$ cat config.mk
export PLATFORM = sky130hd
export DESIGN_NAME = krcj_ctrl
export DESIGN_NICKNAME = d
export VERILOG_FILES = /design/src/krcj_pkg.sv /design/src/krcj_ctrl.sv
export SDC_FILE = /design/constraint.sdc
export NUM_CORES = 1
export LEC_CHECK = 0
export BUFFER_PORTS_ARGS = -buffer_cell sky130_fd_sc_hd__buf_2
export CAP_MARGIN = 10
export CORE_MARGIN = 3
export CORE_UTILIZATION = 49
export CTS_CLUSTER_DIAMETER = 120
export CTS_CLUSTER_SIZE = 30
export DETAILED_ROUTE_END_ITERATION = 7
export GPL_ROUTABILITY_DRIVEN = 1
export PLACE_DENSITY = 0.84
export SLEW_MARGIN = 20
export SYNTH_ARGS = -nofsm -noshare
export SYNTH_HDL_FRONTEND = slang
export SYNTH_SLANG_ARGS = --single-unit
$ cat constraint.sdc
create_clock -name i_clk -period 3.7 [get_ports i_clk]
set_input_delay 0.37 -clock i_clk [delete_from_list [all_inputs] [get_ports i_clk]]
set_output_delay 0.37 -clock i_clk [all_outputs]
set_load 0.02 [all_outputs]
$ cat src/krcj_pkg.sv
// Shared types and constants for the keyed revision chain journal.
// No dependencies.
package krcj_pkg;

    localparam int DEPTH = 64;
    localparam int AW    = $clog2(DEPTH);
    localparam int CW    = AW + 1;

    localparam logic [2:0] ST_OK            = 3'd0;
    localparam logic [2:0] ST_INVALID_ARG   = 3'd1;
    localparam logic [2:0] ST_INVALID_STATE = 3'd2;
    localparam logic [2:0] ST_NOT_FOUND     = 3'd3;
    localparam logic [2:0] ST_OUT_OF_RANGE  = 3'd4;

    localparam logic [2:0] MODE_APPEND   = 3'd0;
    localparam logic [2:0] MODE_LATEST   = 3'd1;
    localparam logic [2:0] MODE_NEXT     = 3'd2;
    localparam logic [2:0] MODE_SNAPSHOT = 3'd3;
    localparam logic [2:0] MODE_PRUNE    = 3'd4;

    localparam logic [6:0] MAX_ENTRIES_RST = 7'd64;

    typedef struct packed {
        logic [31:0] kx;
        logic [31:0] kz;
        logic [31:0] world;
        logic [63:0] base;
        logic [63:0] fin;
        logic [63:0] src;
    } t_entry;

    typedef struct packed {
        logic       load_in;
        logic       clr_scan;
        logic       rd;
        logic       lat_upd;
        logic       idx_inc;
        logic       app_write;
        logic       set_status;
        logic [2:0] status;
        logic       set_snap;
        logic       fnd_load;
        logic       next_link;
        logic       prn_eval;
        logic       prn_done;
        logic       out_load;
    } t_cmd;

    typedef struct packed {
        logic [2:0] mode;
        logic       idx_end;
        logic       arg_bad;
        logic       base_max;
        logic       found;
        logic       base_ne_latest;
        logic       base_ge_latest;
        logic       hit_next;
        logic       expect_lt_latest;
    } t_stat;

endpackage

$ cat src/krcj_ctrl.sv
// Controller: request sequencer and output valid flag.
// Depends on krcj_pkg; commands krcj_dp.
module krcj_ctrl import krcj_pkg::*; (
    input  logic  i_clk,
    input  logic  i_rst_n,
    input  logic  i_valid,
    output logic  o_ready,
    output logic  o_valid,
    input  logic  i_ready,
    input  t_stat i_stat,
    output t_cmd  o_cmd
);

    typedef enum logic [3:0] {
        S_IDLE, S_DEC, S_LRD, S_LEV, S_LFIN, S_NRD, S_NEV, S_SCHK,
        S_PRD, S_PEV, S_DONE
    } t_state;

    t_state r_state, n_state;
    logic   r_valid;

    assign o_ready = r_state == S_IDLE;
    assign o_valid = r_valid;

    task automatic put_status(input logic [2:0] code);
        o_cmd.set_status = 1'b1;
        o_cmd.status     = code;
    endtask

    always_comb begin
        o_cmd   = '0;
        n_state = r_state;
        case (r_state)
            S_IDLE: begin
                if (i_valid) begin
                    o_cmd.load_in = 1'b1;
                    n_state       = S_DEC;
                end
            end
            S_DEC: begin
                case (i_stat.mode)
                    MODE_APPEND: begin
                        if (i_stat.arg_bad) begin
                            put_status(ST_INVALID_ARG);
                            n_state = S_DONE;
                        end else begin
                            n_state = S_LRD;
                        end
                    end
                    MODE_LATEST, MODE_SNAPSHOT: n_state = S_LRD;
                    MODE_NEXT: begin
                        if (i_stat.base_max) begin
                            put_status(ST_OUT_OF_RANGE);
                            n_state = S_DONE;
                        end else begin
                            n_state = S_NRD;
                        end
                    end
                    MODE_PRUNE: n_state = S_PRD;
                    default: begin
                        put_status(ST_INVALID_ARG);
                        n_state = S_DONE;
                    end
                endcase
            end
            S_LRD: begin
                if (i_stat.idx_end) begin
                    n_state = S_LFIN;
                end else begin
                    o_cmd.rd = 1'b1;
                    n_state  = S_LEV;
                end
            end
            S_LEV: begin
                o_cmd.lat_upd = 1'b1;
                o_cmd.idx_inc = 1'b1;
                n_state       = S_LRD;
            end
            S_LFIN: begin
                n_state = S_DONE;
                if (i_stat.mode == MODE_APPEND) begin
                    if (i_stat.found && i_stat.base_ne_latest) begin
                        put_status(ST_INVALID_STATE);
                    end else begin
                        o_cmd.app_write = 1'b1;
                        put_status(ST_OK);
                    end
                end else if (i_stat.mode == MODE_LATEST) begin
                    put_status(i_stat.found ? ST_OK : ST_NOT_FOUND);
                end else begin
                    put_status(ST_OK);
                    if (i_stat.found && !i_stat.base_ge_latest) begin
                        o_cmd.clr_scan = 1'b1;
                        n_state        = S_NRD;
                    end
                end
            end
            S_NRD: begin
                if (i_stat.idx_end) begin
                    if (i_stat.mode == MODE_NEXT) begin
                        put_status(ST_NOT_FOUND);
                    end else begin
                        o_cmd.set_snap = 1'b1;
                    end
                    n_state = S_DONE;
                end else begin
                    o_cmd.rd = 1'b1;
                    n_state  = S_NEV;
                end
            end
            S_NEV: begin
                if (i_stat.hit_next) begin
                    if (i_stat.mode == MODE_NEXT) begin
                        o_cmd.fnd_load = 1'b1;
                        put_status(ST_OK);
                        n_state = S_DONE;
                    end else begin
                        o_cmd.next_link = 1'b1;
                        n_state         = S_SCHK;
                    end
                end else begin
                    o_cmd.idx_inc = 1'b1;
                    n_state       = S_NRD;
                end
            end
            S_SCHK: begin
                n_state = i_stat.expect_lt_latest ? S_NRD : S_DONE;
            end
            S_PRD: begin
                if (i_stat.idx_end) begin
                    o_cmd.prn_done = 1'b1;
                    put_status(ST_OK);
                    n_state = S_DONE;
                end else begin
                    o_cmd.rd = 1'b1;
                    n_state  = S_PEV;
                end
            end
            S_PEV: begin
                o_cmd.prn_eval = 1'b1;
                n_state        = S_PRD;
            end
            S_DONE: begin
                if (!r_valid || i_ready) begin
                    o_cmd.out_load = 1'b1;
                    n_state        = S_IDLE;
                end
            end
            default: n_state = S_IDLE;
        endcase
    end

    always_ff @(posedge i_clk) begin
        if (!i_rst_n) begin
            r_state <= S_IDLE;
            r_valid <= 1'b0;
        end else begin
            r_state <= n_state;
            if (o_cmd.out_load) begin
                r_valid <= 1'b1;
            end else if (i_ready) begin
                r_valid <= 1'b0;
            end
        end
    end

endmodule

==> qor.yml, run 1 <==
synth:
  synth_top_area_share: 0.1413
  synth_cell_types: 44
  synth_area_um2: 708.2
  synth-edff-count: 0
  synth_area_leaders: "dfxtp_1, nand2b_1, nor2b_1, o21ai_0, nand2_1"
  syn-num-nets: 110
  synth.avg_cell_area_um2: 7.455
  yosysWarnings: 0
  synth_top_area_cell: "dfxtp_1"
  synth_seq_cells: 5
  seq_area_frac_synth: 0.1413
  postSynthCellCount: 95
  async_flop_share: 0
  synth_ff_type: "dfxtp_1"
floorplanning:
  coreArea_um2: 1334
  die-area_um2: 1937
  die_h_um: 44.02
  pin_count: 33
  initial_core_util: 0.5310
  die_w_um: 44.02
  core.rowCount: 13
grt:
  antenna_found_initial: 0
  grt_pass1_vias: 759
  grt_max_degree: 17
  grt_pass1_wl_mm: 3.160
  track_usage: 0.2176
  grt_overflow: 0
worst_setup_path:
  cp-end-kind: "primary output"
  crit_type: "register to primary output"
  crit_fanout: 16
  critPathRequiredTime_ps: 3330
  worstPathArrival_ps: 1920
  startpoint_type: "register"
drt:
  drc_errors: 0
  first_pass_iters: 4
  wire_per_inst_um: 13.67
  drt_iter0_markers: 20
  drt-vias-per-instance: 5.901
  routed_wl_mm: 1.928
  antenna_left: 0
  via_count: 832
clock_network:
  cts-htree-levels: 1
  clock_path_buffers: 2
  holdBufCountCts: 0
  clk_pin_slew_ps: 40
  ctsRootBufferMaster: "clkbuf_4"
  insertion_delay_ps: 250
  cts_resized: 0
  cts_buffers: 3
  cts_setup_buffers: 0
  cts.sinks: 5
  cts_tree: "done"
final_layout:
  area_delta_synth_final_pct: 25.09
  final_common_cell: "buf_2"
  fin_nets: 142
  fillers: 127
  layout_common_cells: "buf_2, nor2_1, nand2_1"
  drive_gt1_frac: 0.3651
  antenna_cells: 0
place:
  dp_hpwl_mm: 1.498
  place.gp.congestion: 0.8526
  port_buffers: 32
timing:
  min_period_over_period: 0.6194
  rsz0062_at_grt: "no"
  fmax_mhz: 436.3
  finClkSkew_ps: 5.023
  hold_viol_final: 0
  period_needed_ps: 2292
  setup-tns-final_ps: 0
  drv_slew: 0
  setup_viol: 0
  hold-worst-slack_ps: 395.6
  max_slew_margin: 0.6876
  worstMarginPinSlew_ps: 468.0
flow_run:
  maxCapViolCount: 0
outcome:
  status: "complete, no violations"
power:
  leakagePower_nw: 0.4028
  power_density_nw_per_um2: 544.2
  ir_drop_uv: 245.7
min_path:
  holdCritPathClass: "input pin to register"
[metal layers]
| metal | wire, µm | vias up | GRT usage | share of wire |
|---|---|---|---|---|
| met4 | 24 | 0 | 0.09639 | 0.012 |
| li1 | - | 416 | - | - |
| met3 | 142 | 4 | 0.02846 | 0.074 |
| met5 | 0 | - | 0 | 0 |
| met1 | 800 | 371 | 0.2649 | 0.41 |
| met2 | 961 | 41 | 0.3779 | 0.50 |
[worst paths after layout]
kind	endpoint	slack, ps	cells after the start	from
hold reg to reg	o_valid	560	2	o_valid
setup reg to reg	r_state[1]	2000	4	r_state[1]
setup / recovery	o_cmd[6]	1410	5	r_state[0]
hold / removal	r_state[0]	400	3	i_rst_n
[power by group]
part / internal [mW] / switching, mW
clock network: 0.0410 / 0.0265
logic: 0.122 / 0.168
registers: 0.0706 / 0.0539
total: 0.234 / 0.249
[critical path, cell delays in order, from the launching register on]
cell      delay [ps]
dfxtp_1          600
nor2b_1          410
nand4_1          180
a21boi_1         180
o21ai_1          110
buf_2            180
[final cells by class]
type / count / area [µm²] / area share
well taps: 15 / 18.77 / 0.02119
clock buffers: 4 / 26.28 / 0.02966
repair buffers: 32 / 160.2 / 0.1808
flip-flops and latches: 5 / 100.1 / 0.1130
inverters: 4 / 15.01 / 0.01695
multi-input cells: 81 / 565.5 / 0.6384
[kinds of logic after synthesis]
group	after synthesis	synth area share
buf+inv	9	0.06006
fa+ha+maj	1	0.01590
compound gates	26	0.2544
flops	5	0.1413
mux	1	0.01413
simple gates	52	0.5018
xor+xnor	1	0.01237
[Yosys cell counts (2+ instances only)]
cell type / instances
and3_1: 2
nor2b_1: 5
nand3_1: 3
nor2_1: 8
nand2b_1: 5
nor3b_1: 3
dfxtp_1: 5
a21oi_1: 5
nor4b_2: 2
o21bai_1: 2
o21ai_1: 2
o21ai_0: 6
clkbuf_1: 3
nand3b_1: 2
inv_1: 3
nand2_1: 8
o22ai_1: 3
and2_1: 2
[flip-flops by register name, indices dropped and copies added (netlist names)]
register and count:
r_state 4, o_valid 1
[metrics by stage]
stage | worst slack, ps | utilization | total power [mW] | cells | cell area [µm²]
after floorplan | 1892 | - | 0.3458 | 95 | 708.2
after global routing | 1301 | 0.6642 | 0.5204 | 141 | 885.9
after CTS | 1438 | 0.6642 | 0.4795 | 141 | 885.9
final | 1408 | 0.6642 | 0.4821 | 141 | 885.9
after detailed placement | 1711 | 0.6445 | 0.4120 | 137 | 859.6
after global placement | 1823 | 0.6445 | 0.4078 | 137 | 859.6
Note: power is estimated with default switching activity, not from simulation.
==> run 2, diff against run 1 <==
--- a/config.mk
+++ b/config.mk
@@ -7,13 +7,14 @@
 export LEC_CHECK = 0
 export BUFFER_PORTS_ARGS = -buffer_cell sky130_fd_sc_hd__buf_2
 export CAP_MARGIN = 10
+export CORE_ASPECT_RATIO = 1.2
 export CORE_MARGIN = 3
-export CORE_UTILIZATION = 49
+export CORE_UTILIZATION = 45
 export CTS_CLUSTER_DIAMETER = 120
 export CTS_CLUSTER_SIZE = 30
 export DETAILED_ROUTE_END_ITERATION = 7
 export GPL_ROUTABILITY_DRIVEN = 1
-export PLACE_DENSITY = 0.84
+export PLACE_DENSITY = 0.79
 export SLEW_MARGIN = 20
 export SYNTH_ARGS = -nofsm -noshare
 export SYNTH_HDL_FRONTEND = slang
==> constraint.sdc (replaced) <==
create_clock -name i_clk -period 2.3 [get_ports i_clk]
set_input_delay 0.23 -clock i_clk [delete_from_list [all_inputs] [get_ports i_clk]]
set_output_delay 0.23 -clock i_clk [all_outputs]
set_load 0.02 [all_outputs]
==> run 2 against run 1 <==
  * Worst hold slack got worse by 130 ps
  * Global-route usage decreased by 3.2 points
  * Combinational power up 61%
  * Sequential power rose by 61%
  * Core utilization is 5.7 points lower
  * Critical path depth stayed put
  * Sequential cell count is the same
  * Cell area grew 0.28%
  * Non-clock buffer count unchanged
  * Clock skew is 4.8 ps lower
  * First-iteration DRC count rose by 20%
  * Critical path type unchanged
  * Largest cell class unchanged
  * Highest routed layer unchanged
==> qor.yml, run 2 (same netlist as run 1, synthesis figures left out) <==
clock_network:
  cts-htree-levels: 1  # unchanged
  ctsRootBufferMaster: "clkbuf_4"
  holdBufCountCts: 0  # unchanged
  clk_pin_slew_ps: 40  # about the same
  cts_buffers: 3  # unchanged
  cts_setup_buffers: 0  # unchanged
  insertion_delay_ps: 240  # about the same
  cts.sinks: 5  # unchanged
  cts_resized: 0  # unchanged
  cts_tree: "done"
  clock_path_buffers: 2  # unchanged
timing:
  min_period_over_period: 0.9194
  setup_viol: 0  # unchanged
  max_slew_margin: 0.6879  # about the same
  worst_slack_ps: 185.3  # -1223 ps
  setup-tns-final_ps: 0  # unchanged
  rsz0062_at_grt: "no"
  drv_slew: 0  # unchanged
  hold_viol_final: 0  # unchanged
  finClkSkew_ps: 0.1744  # -4.849 ps
  worstMarginPinSlew_ps: 467.5  # -0.4411 ps
  period_needed_ps: 2115
  fmax_mhz: 472.9
floorplanning:
  core.rowCount: 15  # +2
  die_w_um: 42.22  # -4.1%
  die-area_um2: 2088  # +7.8%
  initial_core_util: 0.4838  # -0.04720
  coreArea_um2: 1464  # +9.8%
  pin_count: 33  # unchanged
  die_h_um: 49.46  # +12%
final_layout:
  area_delta_synth_final_pct: 25.44
  fillers: 150  # +18%
  final_common_cell: "buf_2"
  fin_nets: 142  # unchanged
  largest_reg_flops: 4  # unchanged
  drive_gt1_frac: 0.3651  # unchanged
  antenna_cells: 0  # unchanged
  top_register: "r_state"
  final_core_util: 0.6068  # -0.05733
  layout_common_cells: "buf_2, nor2_1, nand2_1"
  stdcell_count: 143  # +1.4%
drt:
  routed_wl_mm: 1.829  # -5.1%
  drc_errors: 0  # unchanged
  antenna_left: 0  # unchanged
  via_count: 838  # +0.72%
  wire_per_inst_um: 12.79  # -6.5%
  first_pass_iters: 4  # unchanged
  drt-vias-per-instance: 5.860  # -0.69%
  drt_iter0_markers: 24  # +20%
outcome:
  status: "complete, no violations"
grt:
  grt_pass1_wl_mm: 3.118  # -1.3%
  grt_pass1_vias: 725  # -4.5%
  track_usage: 0.1853  # -0.03225
  grt_max_degree: 17  # unchanged
  antenna_found_initial: 0  # unchanged
  grt_overflow: 0  # unchanged
worst_setup_path:
  crit_path_max_incr_delay_ps: 600  # about the same
  startpoint_type: "register"
  cp_cell_sequence: "nor2b_1 -> nand4_1 -> a21boi_1 -> o21ai_1 -> buf_2"
  cp-end-kind: "primary output"
  crit_fanout: 16  # unchanged
  critPathRequiredTime_ps: 2070  # -1260 ps
  crit_type: "register to primary output"
  crit_slowest_cell: "dfxtp_1"
  worstPathArrival_ps: 1880  # -40 ps
place:
  dpl_worst_slack_ps: 449.4  # -1261 ps
  dp_hpwl_mm: 1.473  # -1.7%
  place.gp.congestion: 0.8192  # -3.9%
  place_inst: 139  # +1.5%
  port_buffers: 32  # unchanged
power:
  internal-power_uw: 375.2  # +61%
  combinationalPowerShare: 0.609  # +0.007
  p_sw_uw: 392.7  # +58%
  leakagePower_nw: 0.4028  # unchanged
  seq_power_share: 0.262  # +0.004
  ir_drop_uv: 548.5  # +120%
  power_density_nw_per_um2: 864.5  # +59%
  p_sw_frac: 0.5114  # -0.004238
  pwr-share-clk: 0.129  # -0.011
min_path:
  holdCritPathClass: "input pin to register"
flow_run:
  maxCapViolCount: 0  # unchanged
## run 2: layout make-up
type,count,area [µm²],area share
Clock buffer,4,26.28,0.02958
Multi-Input combinational cell,81,565.5,0.6366
Inverter,4,15.01,0.01690
Sequential cell,5,100.1,0.1127
Timing Repair Buffer,32,160.2,0.1803
Tap cell,17,21.27,0.02394
## run 2: stage by stage
step,area [µm²],hold WS (ps),power [mW]
2_1_floorplan,708.2,392.7,0.5564
3_3_place_gp,862.1,511.6,0.6581
3_5_place_dp,862.1,516.4,0.6679
4_1_cts,888.4,260.4,0.7730
5_1_grt,888.4,302.5,0.8368
6_report,888.4,266.3,0.7680
## run 2: critical path, delay by kind of cell (launching register included)
family | cells | cell delay (ps)
flip-flops | 1 | 600
AND/OR/NAND/NOR | 2 | 590
AO/OA/AOI/OAI | 2 | 290
buffers and inverters | 1 | 180
## run 2: routing by layer
metal	up-vias	global-route usage	part of all wire
met5	-	0	0
met2	47	0.3020	0.47
li1	418	-	-
met4	0	0.05181	0.013
met3	4	0.05474	0.11
met1	369	0.2340	0.41
## run 2: power by group through the flow
stage          Combinational (mW)  Clock (mW)  Sequential, mW
2_1_floorplan               0.414           0           0.143
3_3_place_gp                0.460           0           0.198
3_5_place_dp                0.468           0           0.200
4_1_cts                     0.470       0.105           0.198
5_1_grt                     0.508       0.117           0.212
6_report                    0.468      0.0992           0.201
## run 2: path summary, 6_finish.rpt
check             cells after the start        from  slack (ps)    endpoint
setup / recovery                      5  r_state[0]         190    o_cmd[6]
hold / removal                        3     i_rst_n         270  r_state[0]
setup reg to reg                      4  r_state[1]         590  r_state[3]
hold reg to reg                       2     o_valid         560     o_valid
